`config.mk`:
```
export PLATFORM = sky130hd
export DESIGN_NAME = periodic_task_dispatch_timer_top
export DESIGN_NICKNAME = d
export VERILOG_FILES = /design/src/rtl/ptdt_pkg.sv /design/src/rtl/ptdt_ram.sv /design/src/rtl/periodic_task_dispatch_timer_top.sv
export SDC_FILE = /design/constraint.sdc
export NUM_CORES = 1
export LEC_CHECK = 0
export ABC_AREA = 0
export ABC_CLOCK_PERIOD_IN_PS = 4200
export BUFFER_PORTS_ARGS = -buffer_cell sky130_fd_sc_hd__buf_2
export CAP_MARGIN = 20
export CORE_ASPECT_RATIO = 2
export CORE_MARGIN = 5
export CORE_UTILIZATION = 50
export DETAILED_ROUTE_END_ITERATION = 10
export PLACE_DENSITY = 0.7
export SYNTH_ARGS = -nofsm -noshare
export SYNTH_HDL_FRONTEND = slang
export SYNTH_SLANG_ARGS = --single-unit
export TNS_END_PERCENT = 100
```
`constraint.sdc`:
```
create_clock -name clk -period 4.2 [get_ports clk]
set_input_delay 0.84 -clock clk [delete_from_list [all_inputs] [get_ports clk]]
set_output_delay 0.84 -clock clk [all_outputs]
set_load 0.02 [all_outputs]
```
`src/rtl/ptdt_pkg.sv`:
```
// Shared constants for the periodic task dispatch timer.
// No dependencies; imported by the top level.
`default_nettype none

package ptdt_pkg;

	// default number of task slots
	localparam int SLOT_COUNT_DEF = 8;

	// field widths
	localparam int SLOT_W   = 8;
	localparam int TIME_W   = 16;
	localparam int TASK_W   = 4;
	localparam int DIV_W    = 8;

	// tick_divide after reset
	localparam logic [DIV_W-1:0] TICK_DIVIDE_RESET = 8'd5;

	// action codes
	localparam logic ACTION_TICK   = 1'b0;
	localparam logic ACTION_CREATE = 1'b1;

endpackage

`default_nettype wire

```
`src/rtl/ptdt_ram.sv`:
```
// Generic single-clock RAM: one write port, one read port, registered read.
// No dependencies.
`default_nettype none

module ptdt_ram #(
	parameter int WIDTH = 32,
	parameter int DEPTH = 8,
	localparam int AW = (DEPTH > 1) ? $clog2(DEPTH) : 1
) (
	input  wire logic             clk,
	input  wire logic             wr_en,
	input  wire logic [AW-1:0]    wr_addr,
	input  wire logic [WIDTH-1:0] wr_data,
	input  wire logic             rd_en,
	input  wire logic [AW-1:0]    rd_addr,
	output logic      [WIDTH-1:0] rd_data
);

	logic [WIDTH-1:0] mem_q [DEPTH];

	// write port
	always_ff @(posedge clk) begin
		if (wr_en) begin
			mem_q[wr_addr] <= wr_data;
		end
	end

	// read port, data holds while rd_en is low
	always_ff @(posedge clk) begin
		if (rd_en) begin
			rd_data <= mem_q[rd_addr];
		end
	end

endmodule

`default_nettype wire

```
`src/rtl/periodic_task_dispatch_timer_top.sv`:
```
// Periodic task dispatch timer: slot table in RAM, prescaler and pass walker.
// Depends on ptdt_pkg and ptdt_ram.
//
//   channel | signals                                     | role
//   --------+---------------------------------------------+--------------------------
//   in      | in_valid in_stall action task_slot period   | tick or create beats
//           | first_delay has_handler                     |
//   out     | out_valid out_stall task_index last         | one beat per dispatched slot
//   cfg     | cfg_valid cfg_ready cfg_data                | tick_divide write
//
// A create, or a tick that does not end a prescaler round, is taken without raising in_stall.
// A tick that starts a pass walks the slot RAM one entry per cycle through
// its single read port, except while the walk is frozen as described below,
// then passes through the flush state; in_stall is high from walk to flush.
// Stalls on the out channel freeze the walk only when a second dispatch finds
// the output register still occupied; the last beat of a pass likewise waits
// in the flush state until the output register is free.
// Reset clears valid marks, prescaler and control; slot RAM needs no clearing.
`default_nettype none

module periodic_task_dispatch_timer_top
	import ptdt_pkg::*;
#(
	parameter int SLOT_COUNT = SLOT_COUNT_DEF
) (
	input  wire logic              clk,
	input  wire logic              arst_n,
	// input channel
	input  wire logic              in_valid,
	output logic                   in_stall,
	input  wire logic              action,
	input  wire logic [SLOT_W-1:0] task_slot,
	input  wire logic [TIME_W-1:0] period,
	input  wire logic [TIME_W-1:0] first_delay,
	input  wire logic              has_handler,
	// output channel
	output logic                   out_valid,
	input  wire logic              out_stall,
	output logic [TASK_W-1:0]      task_index,
	output logic                   last,
	// configuration channel
	input  wire logic              cfg_valid,
	output logic                   cfg_ready,
	input  wire logic [DIV_W-1:0]  cfg_data
);

	localparam int IDX_W = (SLOT_COUNT > 1) ? $clog2(SLOT_COUNT) : 1;
	localparam int CNT_W = $clog2(SLOT_COUNT + 1);
	localparam int ENT_W = 2 * TIME_W;

	typedef enum logic [1:0] {
		ST_IDLE,
		ST_WALK,
		ST_FLUSH
	} state_t;

	state_t                 state_q;
	logic [DIV_W-1:0]       tick_div_q;
	logic [DIV_W-1:0]       prescale_q;
	logic [SLOT_COUNT-1:0]  valid_q;
	logic [CNT_W-1:0]       rd_cnt_q;
	logic                   busy_s1;
	logic [IDX_W-1:0]       idx_s1;
	logic                   pend_q;
	logic [IDX_W-1:0]       pend_idx_q;
	logic                   out_valid_q;
	logic [TASK_W-1:0]      out_idx_q;
	logic                   out_last_q;

	logic                   in_acc;
	logic                   create_ok;
	logic [DIV_W-1:0]       prescale_nxt;
	logic                   issue;
	logic                   out_free;
	logic                   blocked;
	logic                   advance;
	logic                   out_load;
	logic [TIME_W-1:0]      cd_s1;
	logic [TIME_W-1:0]      per_s1;
	logic                   zero_s1;
	logic                   dispatch_s1;
	logic [TIME_W-1:0]      cd_new_s1;

	logic                   ram_we;
	logic [IDX_W-1:0]       ram_waddr;
	logic [ENT_W-1:0]       ram_wdata;
	logic                   ram_re;
	logic [ENT_W-1:0]       ram_rdata;

	// handshakes
	assign in_stall  = (state_q != ST_IDLE);
	assign in_acc    = in_valid && !in_stall;
	assign cfg_ready = 1'b1;
	assign create_ok = (task_slot < SLOT_W'(SLOT_COUNT)) && has_handler;
	assign prescale_nxt = prescale_q + 1'b1;

	// walk control
	assign issue    = (rd_cnt_q < CNT_W'(SLOT_COUNT));
	assign out_free = !out_valid_q || !out_stall;

	// entry read-modify
	assign cd_s1       = ram_rdata[TIME_W-1:0];
	assign per_s1      = ram_rdata[ENT_W-1:TIME_W];
	assign zero_s1     = (cd_s1 == '0);
	assign cd_new_s1   = zero_s1 ? (per_s1 - 1'b1) : (cd_s1 - 1'b1);
	assign dispatch_s1 = zero_s1 && valid_q[idx_s1];

	// a second dispatch needs the pending beat moved into a free output register
	assign blocked = busy_s1 && dispatch_s1 && pend_q && !out_free;
	assign advance = (state_q == ST_WALK) && !blocked;

	// pending beat moves out on its successor's dispatch or in the flush state
	assign out_load = pend_q && ((advance && busy_s1 && dispatch_s1) ||
		((state_q == ST_FLUSH) && out_free));

	// RAM ports: creates write while idle, the walk writes back the modified entry
	always_comb begin
		if (state_q == ST_IDLE) begin
			ram_we    = in_acc && (action == ACTION_CREATE) && create_ok;
			ram_waddr = task_slot[IDX_W-1:0];
			ram_wdata = {period, first_delay};
		end else begin
			ram_we    = advance && busy_s1;
			ram_waddr = idx_s1;
			ram_wdata = {per_s1, cd_new_s1};
		end
	end

	assign ram_re = advance && issue;

	ptdt_ram #(
		.WIDTH (ENT_W),
		.DEPTH (SLOT_COUNT)
	) u_slot_ram (
		.clk     (clk),
		.wr_en   (ram_we),
		.wr_addr (ram_waddr),
		.wr_data (ram_wdata),
		.rd_en   (ram_re),
		.rd_addr (rd_cnt_q[IDX_W-1:0]),
		.rd_data (ram_rdata)
	);

	// sequencer, prescaler, pending and output registers
	always_ff @(posedge clk or negedge arst_n) begin
		if (!arst_n) begin
			state_q     <= ST_IDLE;
			tick_div_q  <= TICK_DIVIDE_RESET;
			prescale_q  <= '0;
			valid_q     <= '0;
			rd_cnt_q    <= '0;
			busy_s1     <= 1'b0;
			idx_s1      <= '0;
			pend_q      <= 1'b0;
			pend_idx_q  <= '0;
			out_valid_q <= 1'b0;
			out_idx_q   <= '0;
			out_last_q  <= 1'b0;
		end else begin
			if (cfg_valid && cfg_ready) begin
				tick_div_q <= cfg_data;
			end

			// output register: load the pending beat, or drop the one taken downstream
			if (out_load) begin
				out_valid_q <= 1'b1;
				out_idx_q   <= TASK_W'(pend_idx_q);
				out_last_q  <= (state_q == ST_FLUSH);
			end else if (out_valid_q && !out_stall) begin
				out_valid_q <= 1'b0;
			end

			case (state_q)
				ST_IDLE: begin
					if (in_acc) begin
						if (action == ACTION_CREATE) begin
							if (create_ok) begin
								valid_q[task_slot[IDX_W-1:0]] <= 1'b1;
							end
						end else if (prescale_nxt == tick_div_q) begin
							prescale_q <= '0;
							rd_cnt_q   <= '0;
							busy_s1    <= 1'b0;
							state_q    <= ST_WALK;
						end else begin
							prescale_q <= prescale_nxt;
						end
					end
				end

				ST_WALK: begin
					if (!blocked) begin
						// read stage
						if (issue) begin
							rd_cnt_q <= rd_cnt_q + 1'b1;
							idx_s1   <= rd_cnt_q[IDX_W-1:0];
							busy_s1  <= 1'b1;
						end else begin
							busy_s1 <= 1'b0;
						end
						// modify stage: hold the newest dispatch until its successor shows
						if (busy_s1 && dispatch_s1) begin
							pend_q     <= 1'b1;
							pend_idx_q <= idx_s1;
						end
						if (!issue && !busy_s1) begin
							state_q <= ST_FLUSH;
						end
					end
				end

				ST_FLUSH: begin
					// final dispatch of the pass carries last
					if (!pend_q) begin
						state_q <= ST_IDLE;
					end else if (out_free) begin
						pend_q  <= 1'b0;
						state_q <= ST_IDLE;
					end
				end

				default: begin
					state_q <= ST_IDLE;
				end
			endcase
		end
	end

	assign out_valid  = out_valid_q;
	assign task_index = out_idx_q;
	assign last       = out_last_q;

endmodule

`default_nettype wire

```
==> summary.txt, run 1 <==
Critical R2R Launch: u_slot_ram.rd_data[8]$_DFFE_PP_
Max IR drop VDD: 417 uV
htree depth: 1
sequential area share after synthesis: 70.8%
CORE AREA: 0.0273 sq mm
Max Freq: 274 MHz
Final #Nets: 926
I/O pin total: 63
Power Density: 557 mW/mm^2
# clock sinks: 331
Post-Syn Area: 0.0137 sq mm
Startpoint Class: flop
total gr overflow: 0
dpl cell area: 0.0145 sq mm
top cells by area, synth: edfxtp_1 (63%), mux4_2 (11%), dfrtp_1 (7.5%)
FILL cells: 2,096
via count: 7,320
placed cell count: 1,190
Slowest Stage Delay on Critical Path: 680 ps
static leakage: 5.36 nW
DR iter-0 viols: 649
area taken by multi-input logic gates: 0.00386 sq mm
antenna-violating nets left: 0
Post-Layout Inst Area: 0.0155 sq mm
number of global-route vias before repair: 7,677
Worst Path Max Fanout: 8
DP HPWL: 17,700 microns
fin cells: 1,241
arrival time worst endpoint: 3900 ps
CP Cell Sequence: or4_1, nor4_4, a21oi_1, ha_1, nor4b_1, o211ai_2, nor3_1, xor2_1, o21ai_0
row count: 86
Hold Path Class: input port to async pin
synth-to-layout area growth: 12.5%
Final setup viols: 0
Post-CTS Setup Inserts: 0
count leader, synth: edfxtp_1
Tcrit/Tclk final: 86.9%
largest net degree at the start of global routing: 44
number of buffers created by CTS: 27
Via density: 5.90
EDFF count, synth: 288
asr flop ratio synth: 13.0%
Netlist cell types: 64
RSZ-0062 raised after global routing: no
Tot Pwr: 0.00860 W
final core occ: 56.5%
Crit. Startpoint: u_slot_ram.rd_data[8]$_DFFE_PP_
CP bufs+invs: 0
RD Place Congestion: 0.863
Resized Gates After CTS: 0
critical path type: flop to flop
cell family contributing the most delay on the critical path: simple AND/OR/NAND/NOR gates
Hold Vio Cnt, Final: 0
dominant cell type by area after synthesis: edfxtp_1
total routed wirelength: 28,100 microns
Top FF cell, synth: edfxtp_1
Mapped Nets: 853
Mapped Cells: 795
CP Capture Type: flop
CTS tree: done
Die ar.: 0.0311 sq mm
die height: 244 microns
Worst-Margin Slew: 868 ps
Required @ worst endpoint: 4450 ps
top cells by count, synth: edfxtp_1 (288), nand2_1 (88), mux4_2 (66)
IO Port Bufs: 60
Final Max Slew Viols: 0
drt pass-1 iters: 6
first-pass GRT wire length: 43,700 microns
Rel. slew slack: 42.2%
pre-CTS WS: 618 ps
Die Width: 127 microns
Hold Buf Count CTS: 0
FF+latch count, synth: 331
register area: 0.00973 sq mm
Clock Path Buffers: 3
max-cap viol count: 0
syn avg cell area: 17.3 sq um
Total GRT Usage: 18.2%
initial antenna violation count: 0
Tmin final: 3650 ps
Ys Warns: 0
slowest stage cell, crit path: or4_1
Worst-path clk slew: 70 ps
final worst slack: 552 ps
share of cells above drive strength 1: 30.4%
post-DR wirelength/cell: 22.7 microns
status: completed
Worst Clk Skew: 16.1 ps
ANT cells: 0
Residual DRC: 0
top cell type's share of synthesized area: 63.0%
starting density of the core: 50.3%
worst skew pair latency: 560 ps
root buf cell: clkbuf_16
## final timing paths
check	to	slack, ps	depth (start not counted)
hold / removal	tick_div_q[3]$_DFFE_PN0P_	70	1
hold reg to reg	valid_q[6]$_DFFE_PN0P_	470	1
setup / recovery	u_slot_ram.mem_q[3][14]$_DFFE_PP_	550	9
setup reg to reg	u_slot_ram.mem_q[3][14]$_DFFE_PP_	550	9
min in group clk	valid_q[6]$_DFFE_PN0P_	470	1
max in group asynchronous	tick_div_q[0]$_DFFE_PN1P_	3670	2
## placed cells by master, fill, tap and decap left out, types with 5 or more instances in the layout
cell type  synthesis  routed
a31oi_1            5       5
nand3_1            6       6
a41o_1             5       5
a211oi_1           6       6
nor3_2             1       9
o21ai_0           19      19
clkinv_2           0       5
or4_1              7       7
clkbuf_16          0      27
nor3_1            21      13
nand2_1           88      88
buf_2              3      60
a21oi_1           26      26
a21o_1             5       5
buf_4              2      19
nor3b_1            6       6
mux2_2            43      43
dfrtp_1           41      39
edfxtp_1         288     288
xor2_1            13      13
nor2_1            19      18
inv_1              9       9
mux4_2            66      66
xnor2_1            9       9
clkinv_1           1       5
## cell type report
type                       count  share of cell area [%]
timing repair buffer          81                    3.13
inverter                      11                   0.267
clock inverter                16                    1.13
tap                          352                    2.85
multi-input combinational    416                    25.0
clock buffer                  34                    4.64
sequential                   331                    63.0
## through the flow
stage | setup TNS [ps] | hold slack [ps]
finish | 0 | 74.2
detailed placement | 0 | 459
floorplan | -84850 | 431
global placement | 0 | 449
global route | 0 | 62.3
CTS | 0 | 455
## power breakdown
group,internal (W),total [W],switching (W)
clock,0.00141,0.00254,0.00113
sequential,0.00395,0.00425,0.000299
combinational,0.000917,0.00181,0.000897
total,0.00628,0.00860,0.00232
## layer usage
layer | vias to the layer above | wire length [microns] | track usage [%] | part of all wire, %
met3 | 30 | 1380 | 1.99 | 4.9
met5 | - | 0 | 0 | 0
li1 | 3299 | - | - | -
met4 | 0 | 504 | 5.21 | 1.8
met1 | 3762 | 11100 | 23.5 | 39
met2 | 229 | 15200 | 32.6 | 54
## flip-flops by register name (all words and copies together) (netlist names), 4 cells and up
signal	flops
prescale_q	8
valid_q	8
u_slot_ram.mem_q	256
u_slot_ram.rd_data	32
rd_cnt_q	4
tick_div_q	8
## cell families after synthesis
logic type      count (synthesis)  share of synthesized area (%)
simple gates                  180                           6.52
xor+xnor                       22                           1.40
buf+inv                        48                           1.39
fa+ha+maj                       3                          0.273
other cells                     2                         0.0547
flops                         331                           70.8
mux                           115                           14.9
compound gates                 94                           4.64
No activity file was read; power rests on OpenSTA's default activity.
==> run 2: changes to the inputs <==
--- a/config.mk
+++ b/config.mk
@@ -12,8 +12,9 @@
 export CORE_ASPECT_RATIO = 2
 export CORE_MARGIN = 5
 export CORE_UTILIZATION = 50
+export CTS_BUF_LIST = sky130_fd_sc_hd__clkbuf_4 sky130_fd_sc_hd__clkbuf_8
 export DETAILED_ROUTE_END_ITERATION = 10
-export PLACE_DENSITY = 0.7
+export PLACE_DENSITY_LB_ADDON = 0.05
 export SYNTH_ARGS = -nofsm -noshare
 export SYNTH_HDL_FRONTEND = slang
 export SYNTH_SLANG_ARGS = --single-unit
==> run 2 against run 1 <==
Via count down 0.89%. Clock skew down 3.3 ps. Register-to-register slack improved by 190 ps. Sequential power about the same. Die area unchanged. Critical path depth did not move. Clock-buffer cell count up 31. Non-clock buffer count down 4. Fmax increased by 5.6%. Worst setup slack gained 190 ps. Global-route usage rose by 1.5 points. Critical endpoint is now u_slot_ram.mem_q[0][14]$_DFFE_PP_. Largest cell class unchanged. Highest routed layer unchanged.
==> summary.txt, run 2 (synthesis gave the netlist of run 1 again) <==
Die Width: 127 microns
number of buffers created by CTS: 47
synth-to-layout area growth: 12.0%
total routed wirelength: 29,500 microns
critical path type: flop to flop
htree depth: 2
Total GRT Usage: 19.7%
Post-CTS Setup Inserts: 0
post-DR wirelength/cell: 23.3 microns
Via density: 5.73
Worst Path Max Fanout: 8
Hold Buf Count CTS: 0
drt pass-1 iters: 4
FILL cells: 2,181
Final setup viols: 0
worst skew pair latency: 570 ps
CTS tree: done
Resized Gates After CTS: 0
largest register by flop count: u_slot_ram.mem_q
Worst-path clk slew: 70 ps
Fin Setup TNS: 0 ps
Tcrit/Tclk final: 82.3%
Tot Pwr: 0.00844 W
status: completed
CORE AREA: 0.0273 sq mm
Worst Clk Skew: 12.8 ps
Required @ worst endpoint: 4460 ps
antenna-violating nets left: 0
Rel. slew slack: 28.0%
Final Max Slew Viols: 0
via count: 7,255
commonest non-fill, non-tap cells in the layout: edfxtp_1 (288), nand2_1 (88), mux4_2 (66)
share of cells above drive strength 1: 32.2%
CP Capture Type: flop
number of global-route vias before repair: 7,813
starting density of the core: 50.3%
Largest register FFs: 256
Hold Vio Cnt, Final: 0
static leakage: 5.36 nW
Power Density: 548 mW/mm^2
DR iter-0 viols: 447
largest registers: u_slot_ram.mem_q x256, u_slot_ram.rd_data x32
Max IR drop VDD: 331 uV
Max Freq: 289 MHz
# clock sinks: 331
DP HPWL: 17,500 microns
first-pass GRT wire length: 46,100 microns
I/O pin total: 63
die height: 244 microns
Clock Path Buffers: 3
Residual DRC: 0
Final #Nets: 942
row count: 86
total gr overflow: 0
Die ar.: 0.0311 sq mm
Worst-Margin Slew: 1080 ps
arrival time worst endpoint: 3710 ps
largest net degree at the start of global routing: 68
root buf cell: clkbuf_8
most common cell after layout, fill and taps aside: edfxtp_1
IO Port Bufs: 60
max-cap viol count: 0
Hold Path Class: input port to async pin
initial antenna violation count: 1
RSZ-0062 raised after global routing: no
Tmin final: 3450 ps
Startpoint Class: flop
RD Place Congestion: 0.871
==> run 2: cell types whose count changed in the layout (fill, tap and decap cells not counted), sizes merged, moves of 2 or more <==
cell	previous run	this run
clkbuf	34	65
buf	81	77
clkinv	11	15
bufinv	3	0
clkinvlp	2	0
==> run 2: path summary, 6_finish.rpt <==
| path | slack, ps | to | startpoint | cells past startpoint |
|---|---|---|---|---|
| setup / recovery | 750 | u_slot_ram.mem_q[0][14]$_DFFE_PP_ | u_slot_ram.rd_data[8]$_DFFE_PP_ | 9 |
| hold / removal | 80 | tick_div_q[5]$_DFFE_PN0P_ | arst_n | 1 |
| setup reg to reg | 750 | u_slot_ram.mem_q[0][14]$_DFFE_PP_ | u_slot_ram.rd_data[8]$_DFFE_PP_ | 9 |
| hold reg to reg | 460 | valid_q[4]$_DFFE_PN0P_ | valid_q[4]$_DFFE_PN0P_ | 1 |
| max in group asynchronous | 3630 | tick_div_q[2]$_DFFE_PN1P_ | arst_n | 2 |
| min in group clk | 460 | valid_q[4]$_DFFE_PN0P_ | valid_q[4]$_DFFE_PN0P_ | 1 |
==> run 2: report_power, final <==
group | switching [W] | total, W | internal [W]
Sequential | 0.000272 | 0.00423 | 0.00395
Combinational | 0.000936 | 0.00185 | 0.000918
Clock | 0.00114 | 0.00236 | 0.00121
Total | 0.00235 | 0.00844 | 0.00608
==> run 2: through the flow <==
step	cell area [sq um]	std cells	worst slack (ps)	hold slack (ps)	utilization (%)
finish	15400	1267	745	81.2	56.3
global placement	14500	1186	900	443	53.1
detailed placement	14500	1186	793	448	53.1
floorplan	13700	795	-331	431	-
global route	15400	1267	430	59.6	56.3
CTS	15400	1265	766	430	56.2
==> run 2: metal layers <==
metal	share of wire, %	vias up	global-route usage, %
met1	39	3740	24.6
met3	3.3	41	2.82
met4	2.5	0	6.16
li1	-	3334	-
met2	55	140	35.2
met5	0	-	0
==> run 2: critical path, stage by stage, from the launching register on <==
cell      delay [ps]
edfxtp_1         440
or4_1            660
nor4_4           390
a21oi_1          170
ha_1             270
nor4b_1          190
o211ai_2         160
nor3_1           110
xor2_1           150
o21ai_0          600
==> run 2: final cells by class <==
type / count / area, sq um / share of cell area, %
Tap cell: 352 / 440 / 2.86
Clock buffer: 65 / 795 / 5.16
Clock inverter: 14 / 58.8 / 0.382
Multi-Input combinational cell: 416 / 3860 / 25.1
Timing Repair Buffer: 77 / 453 / 2.94
Inverter: 11 / 41.3 / 0.268
Antenna cell: 1 / 2.50 / 0.0163
Sequential cell: 331 / 9730 / 63.3
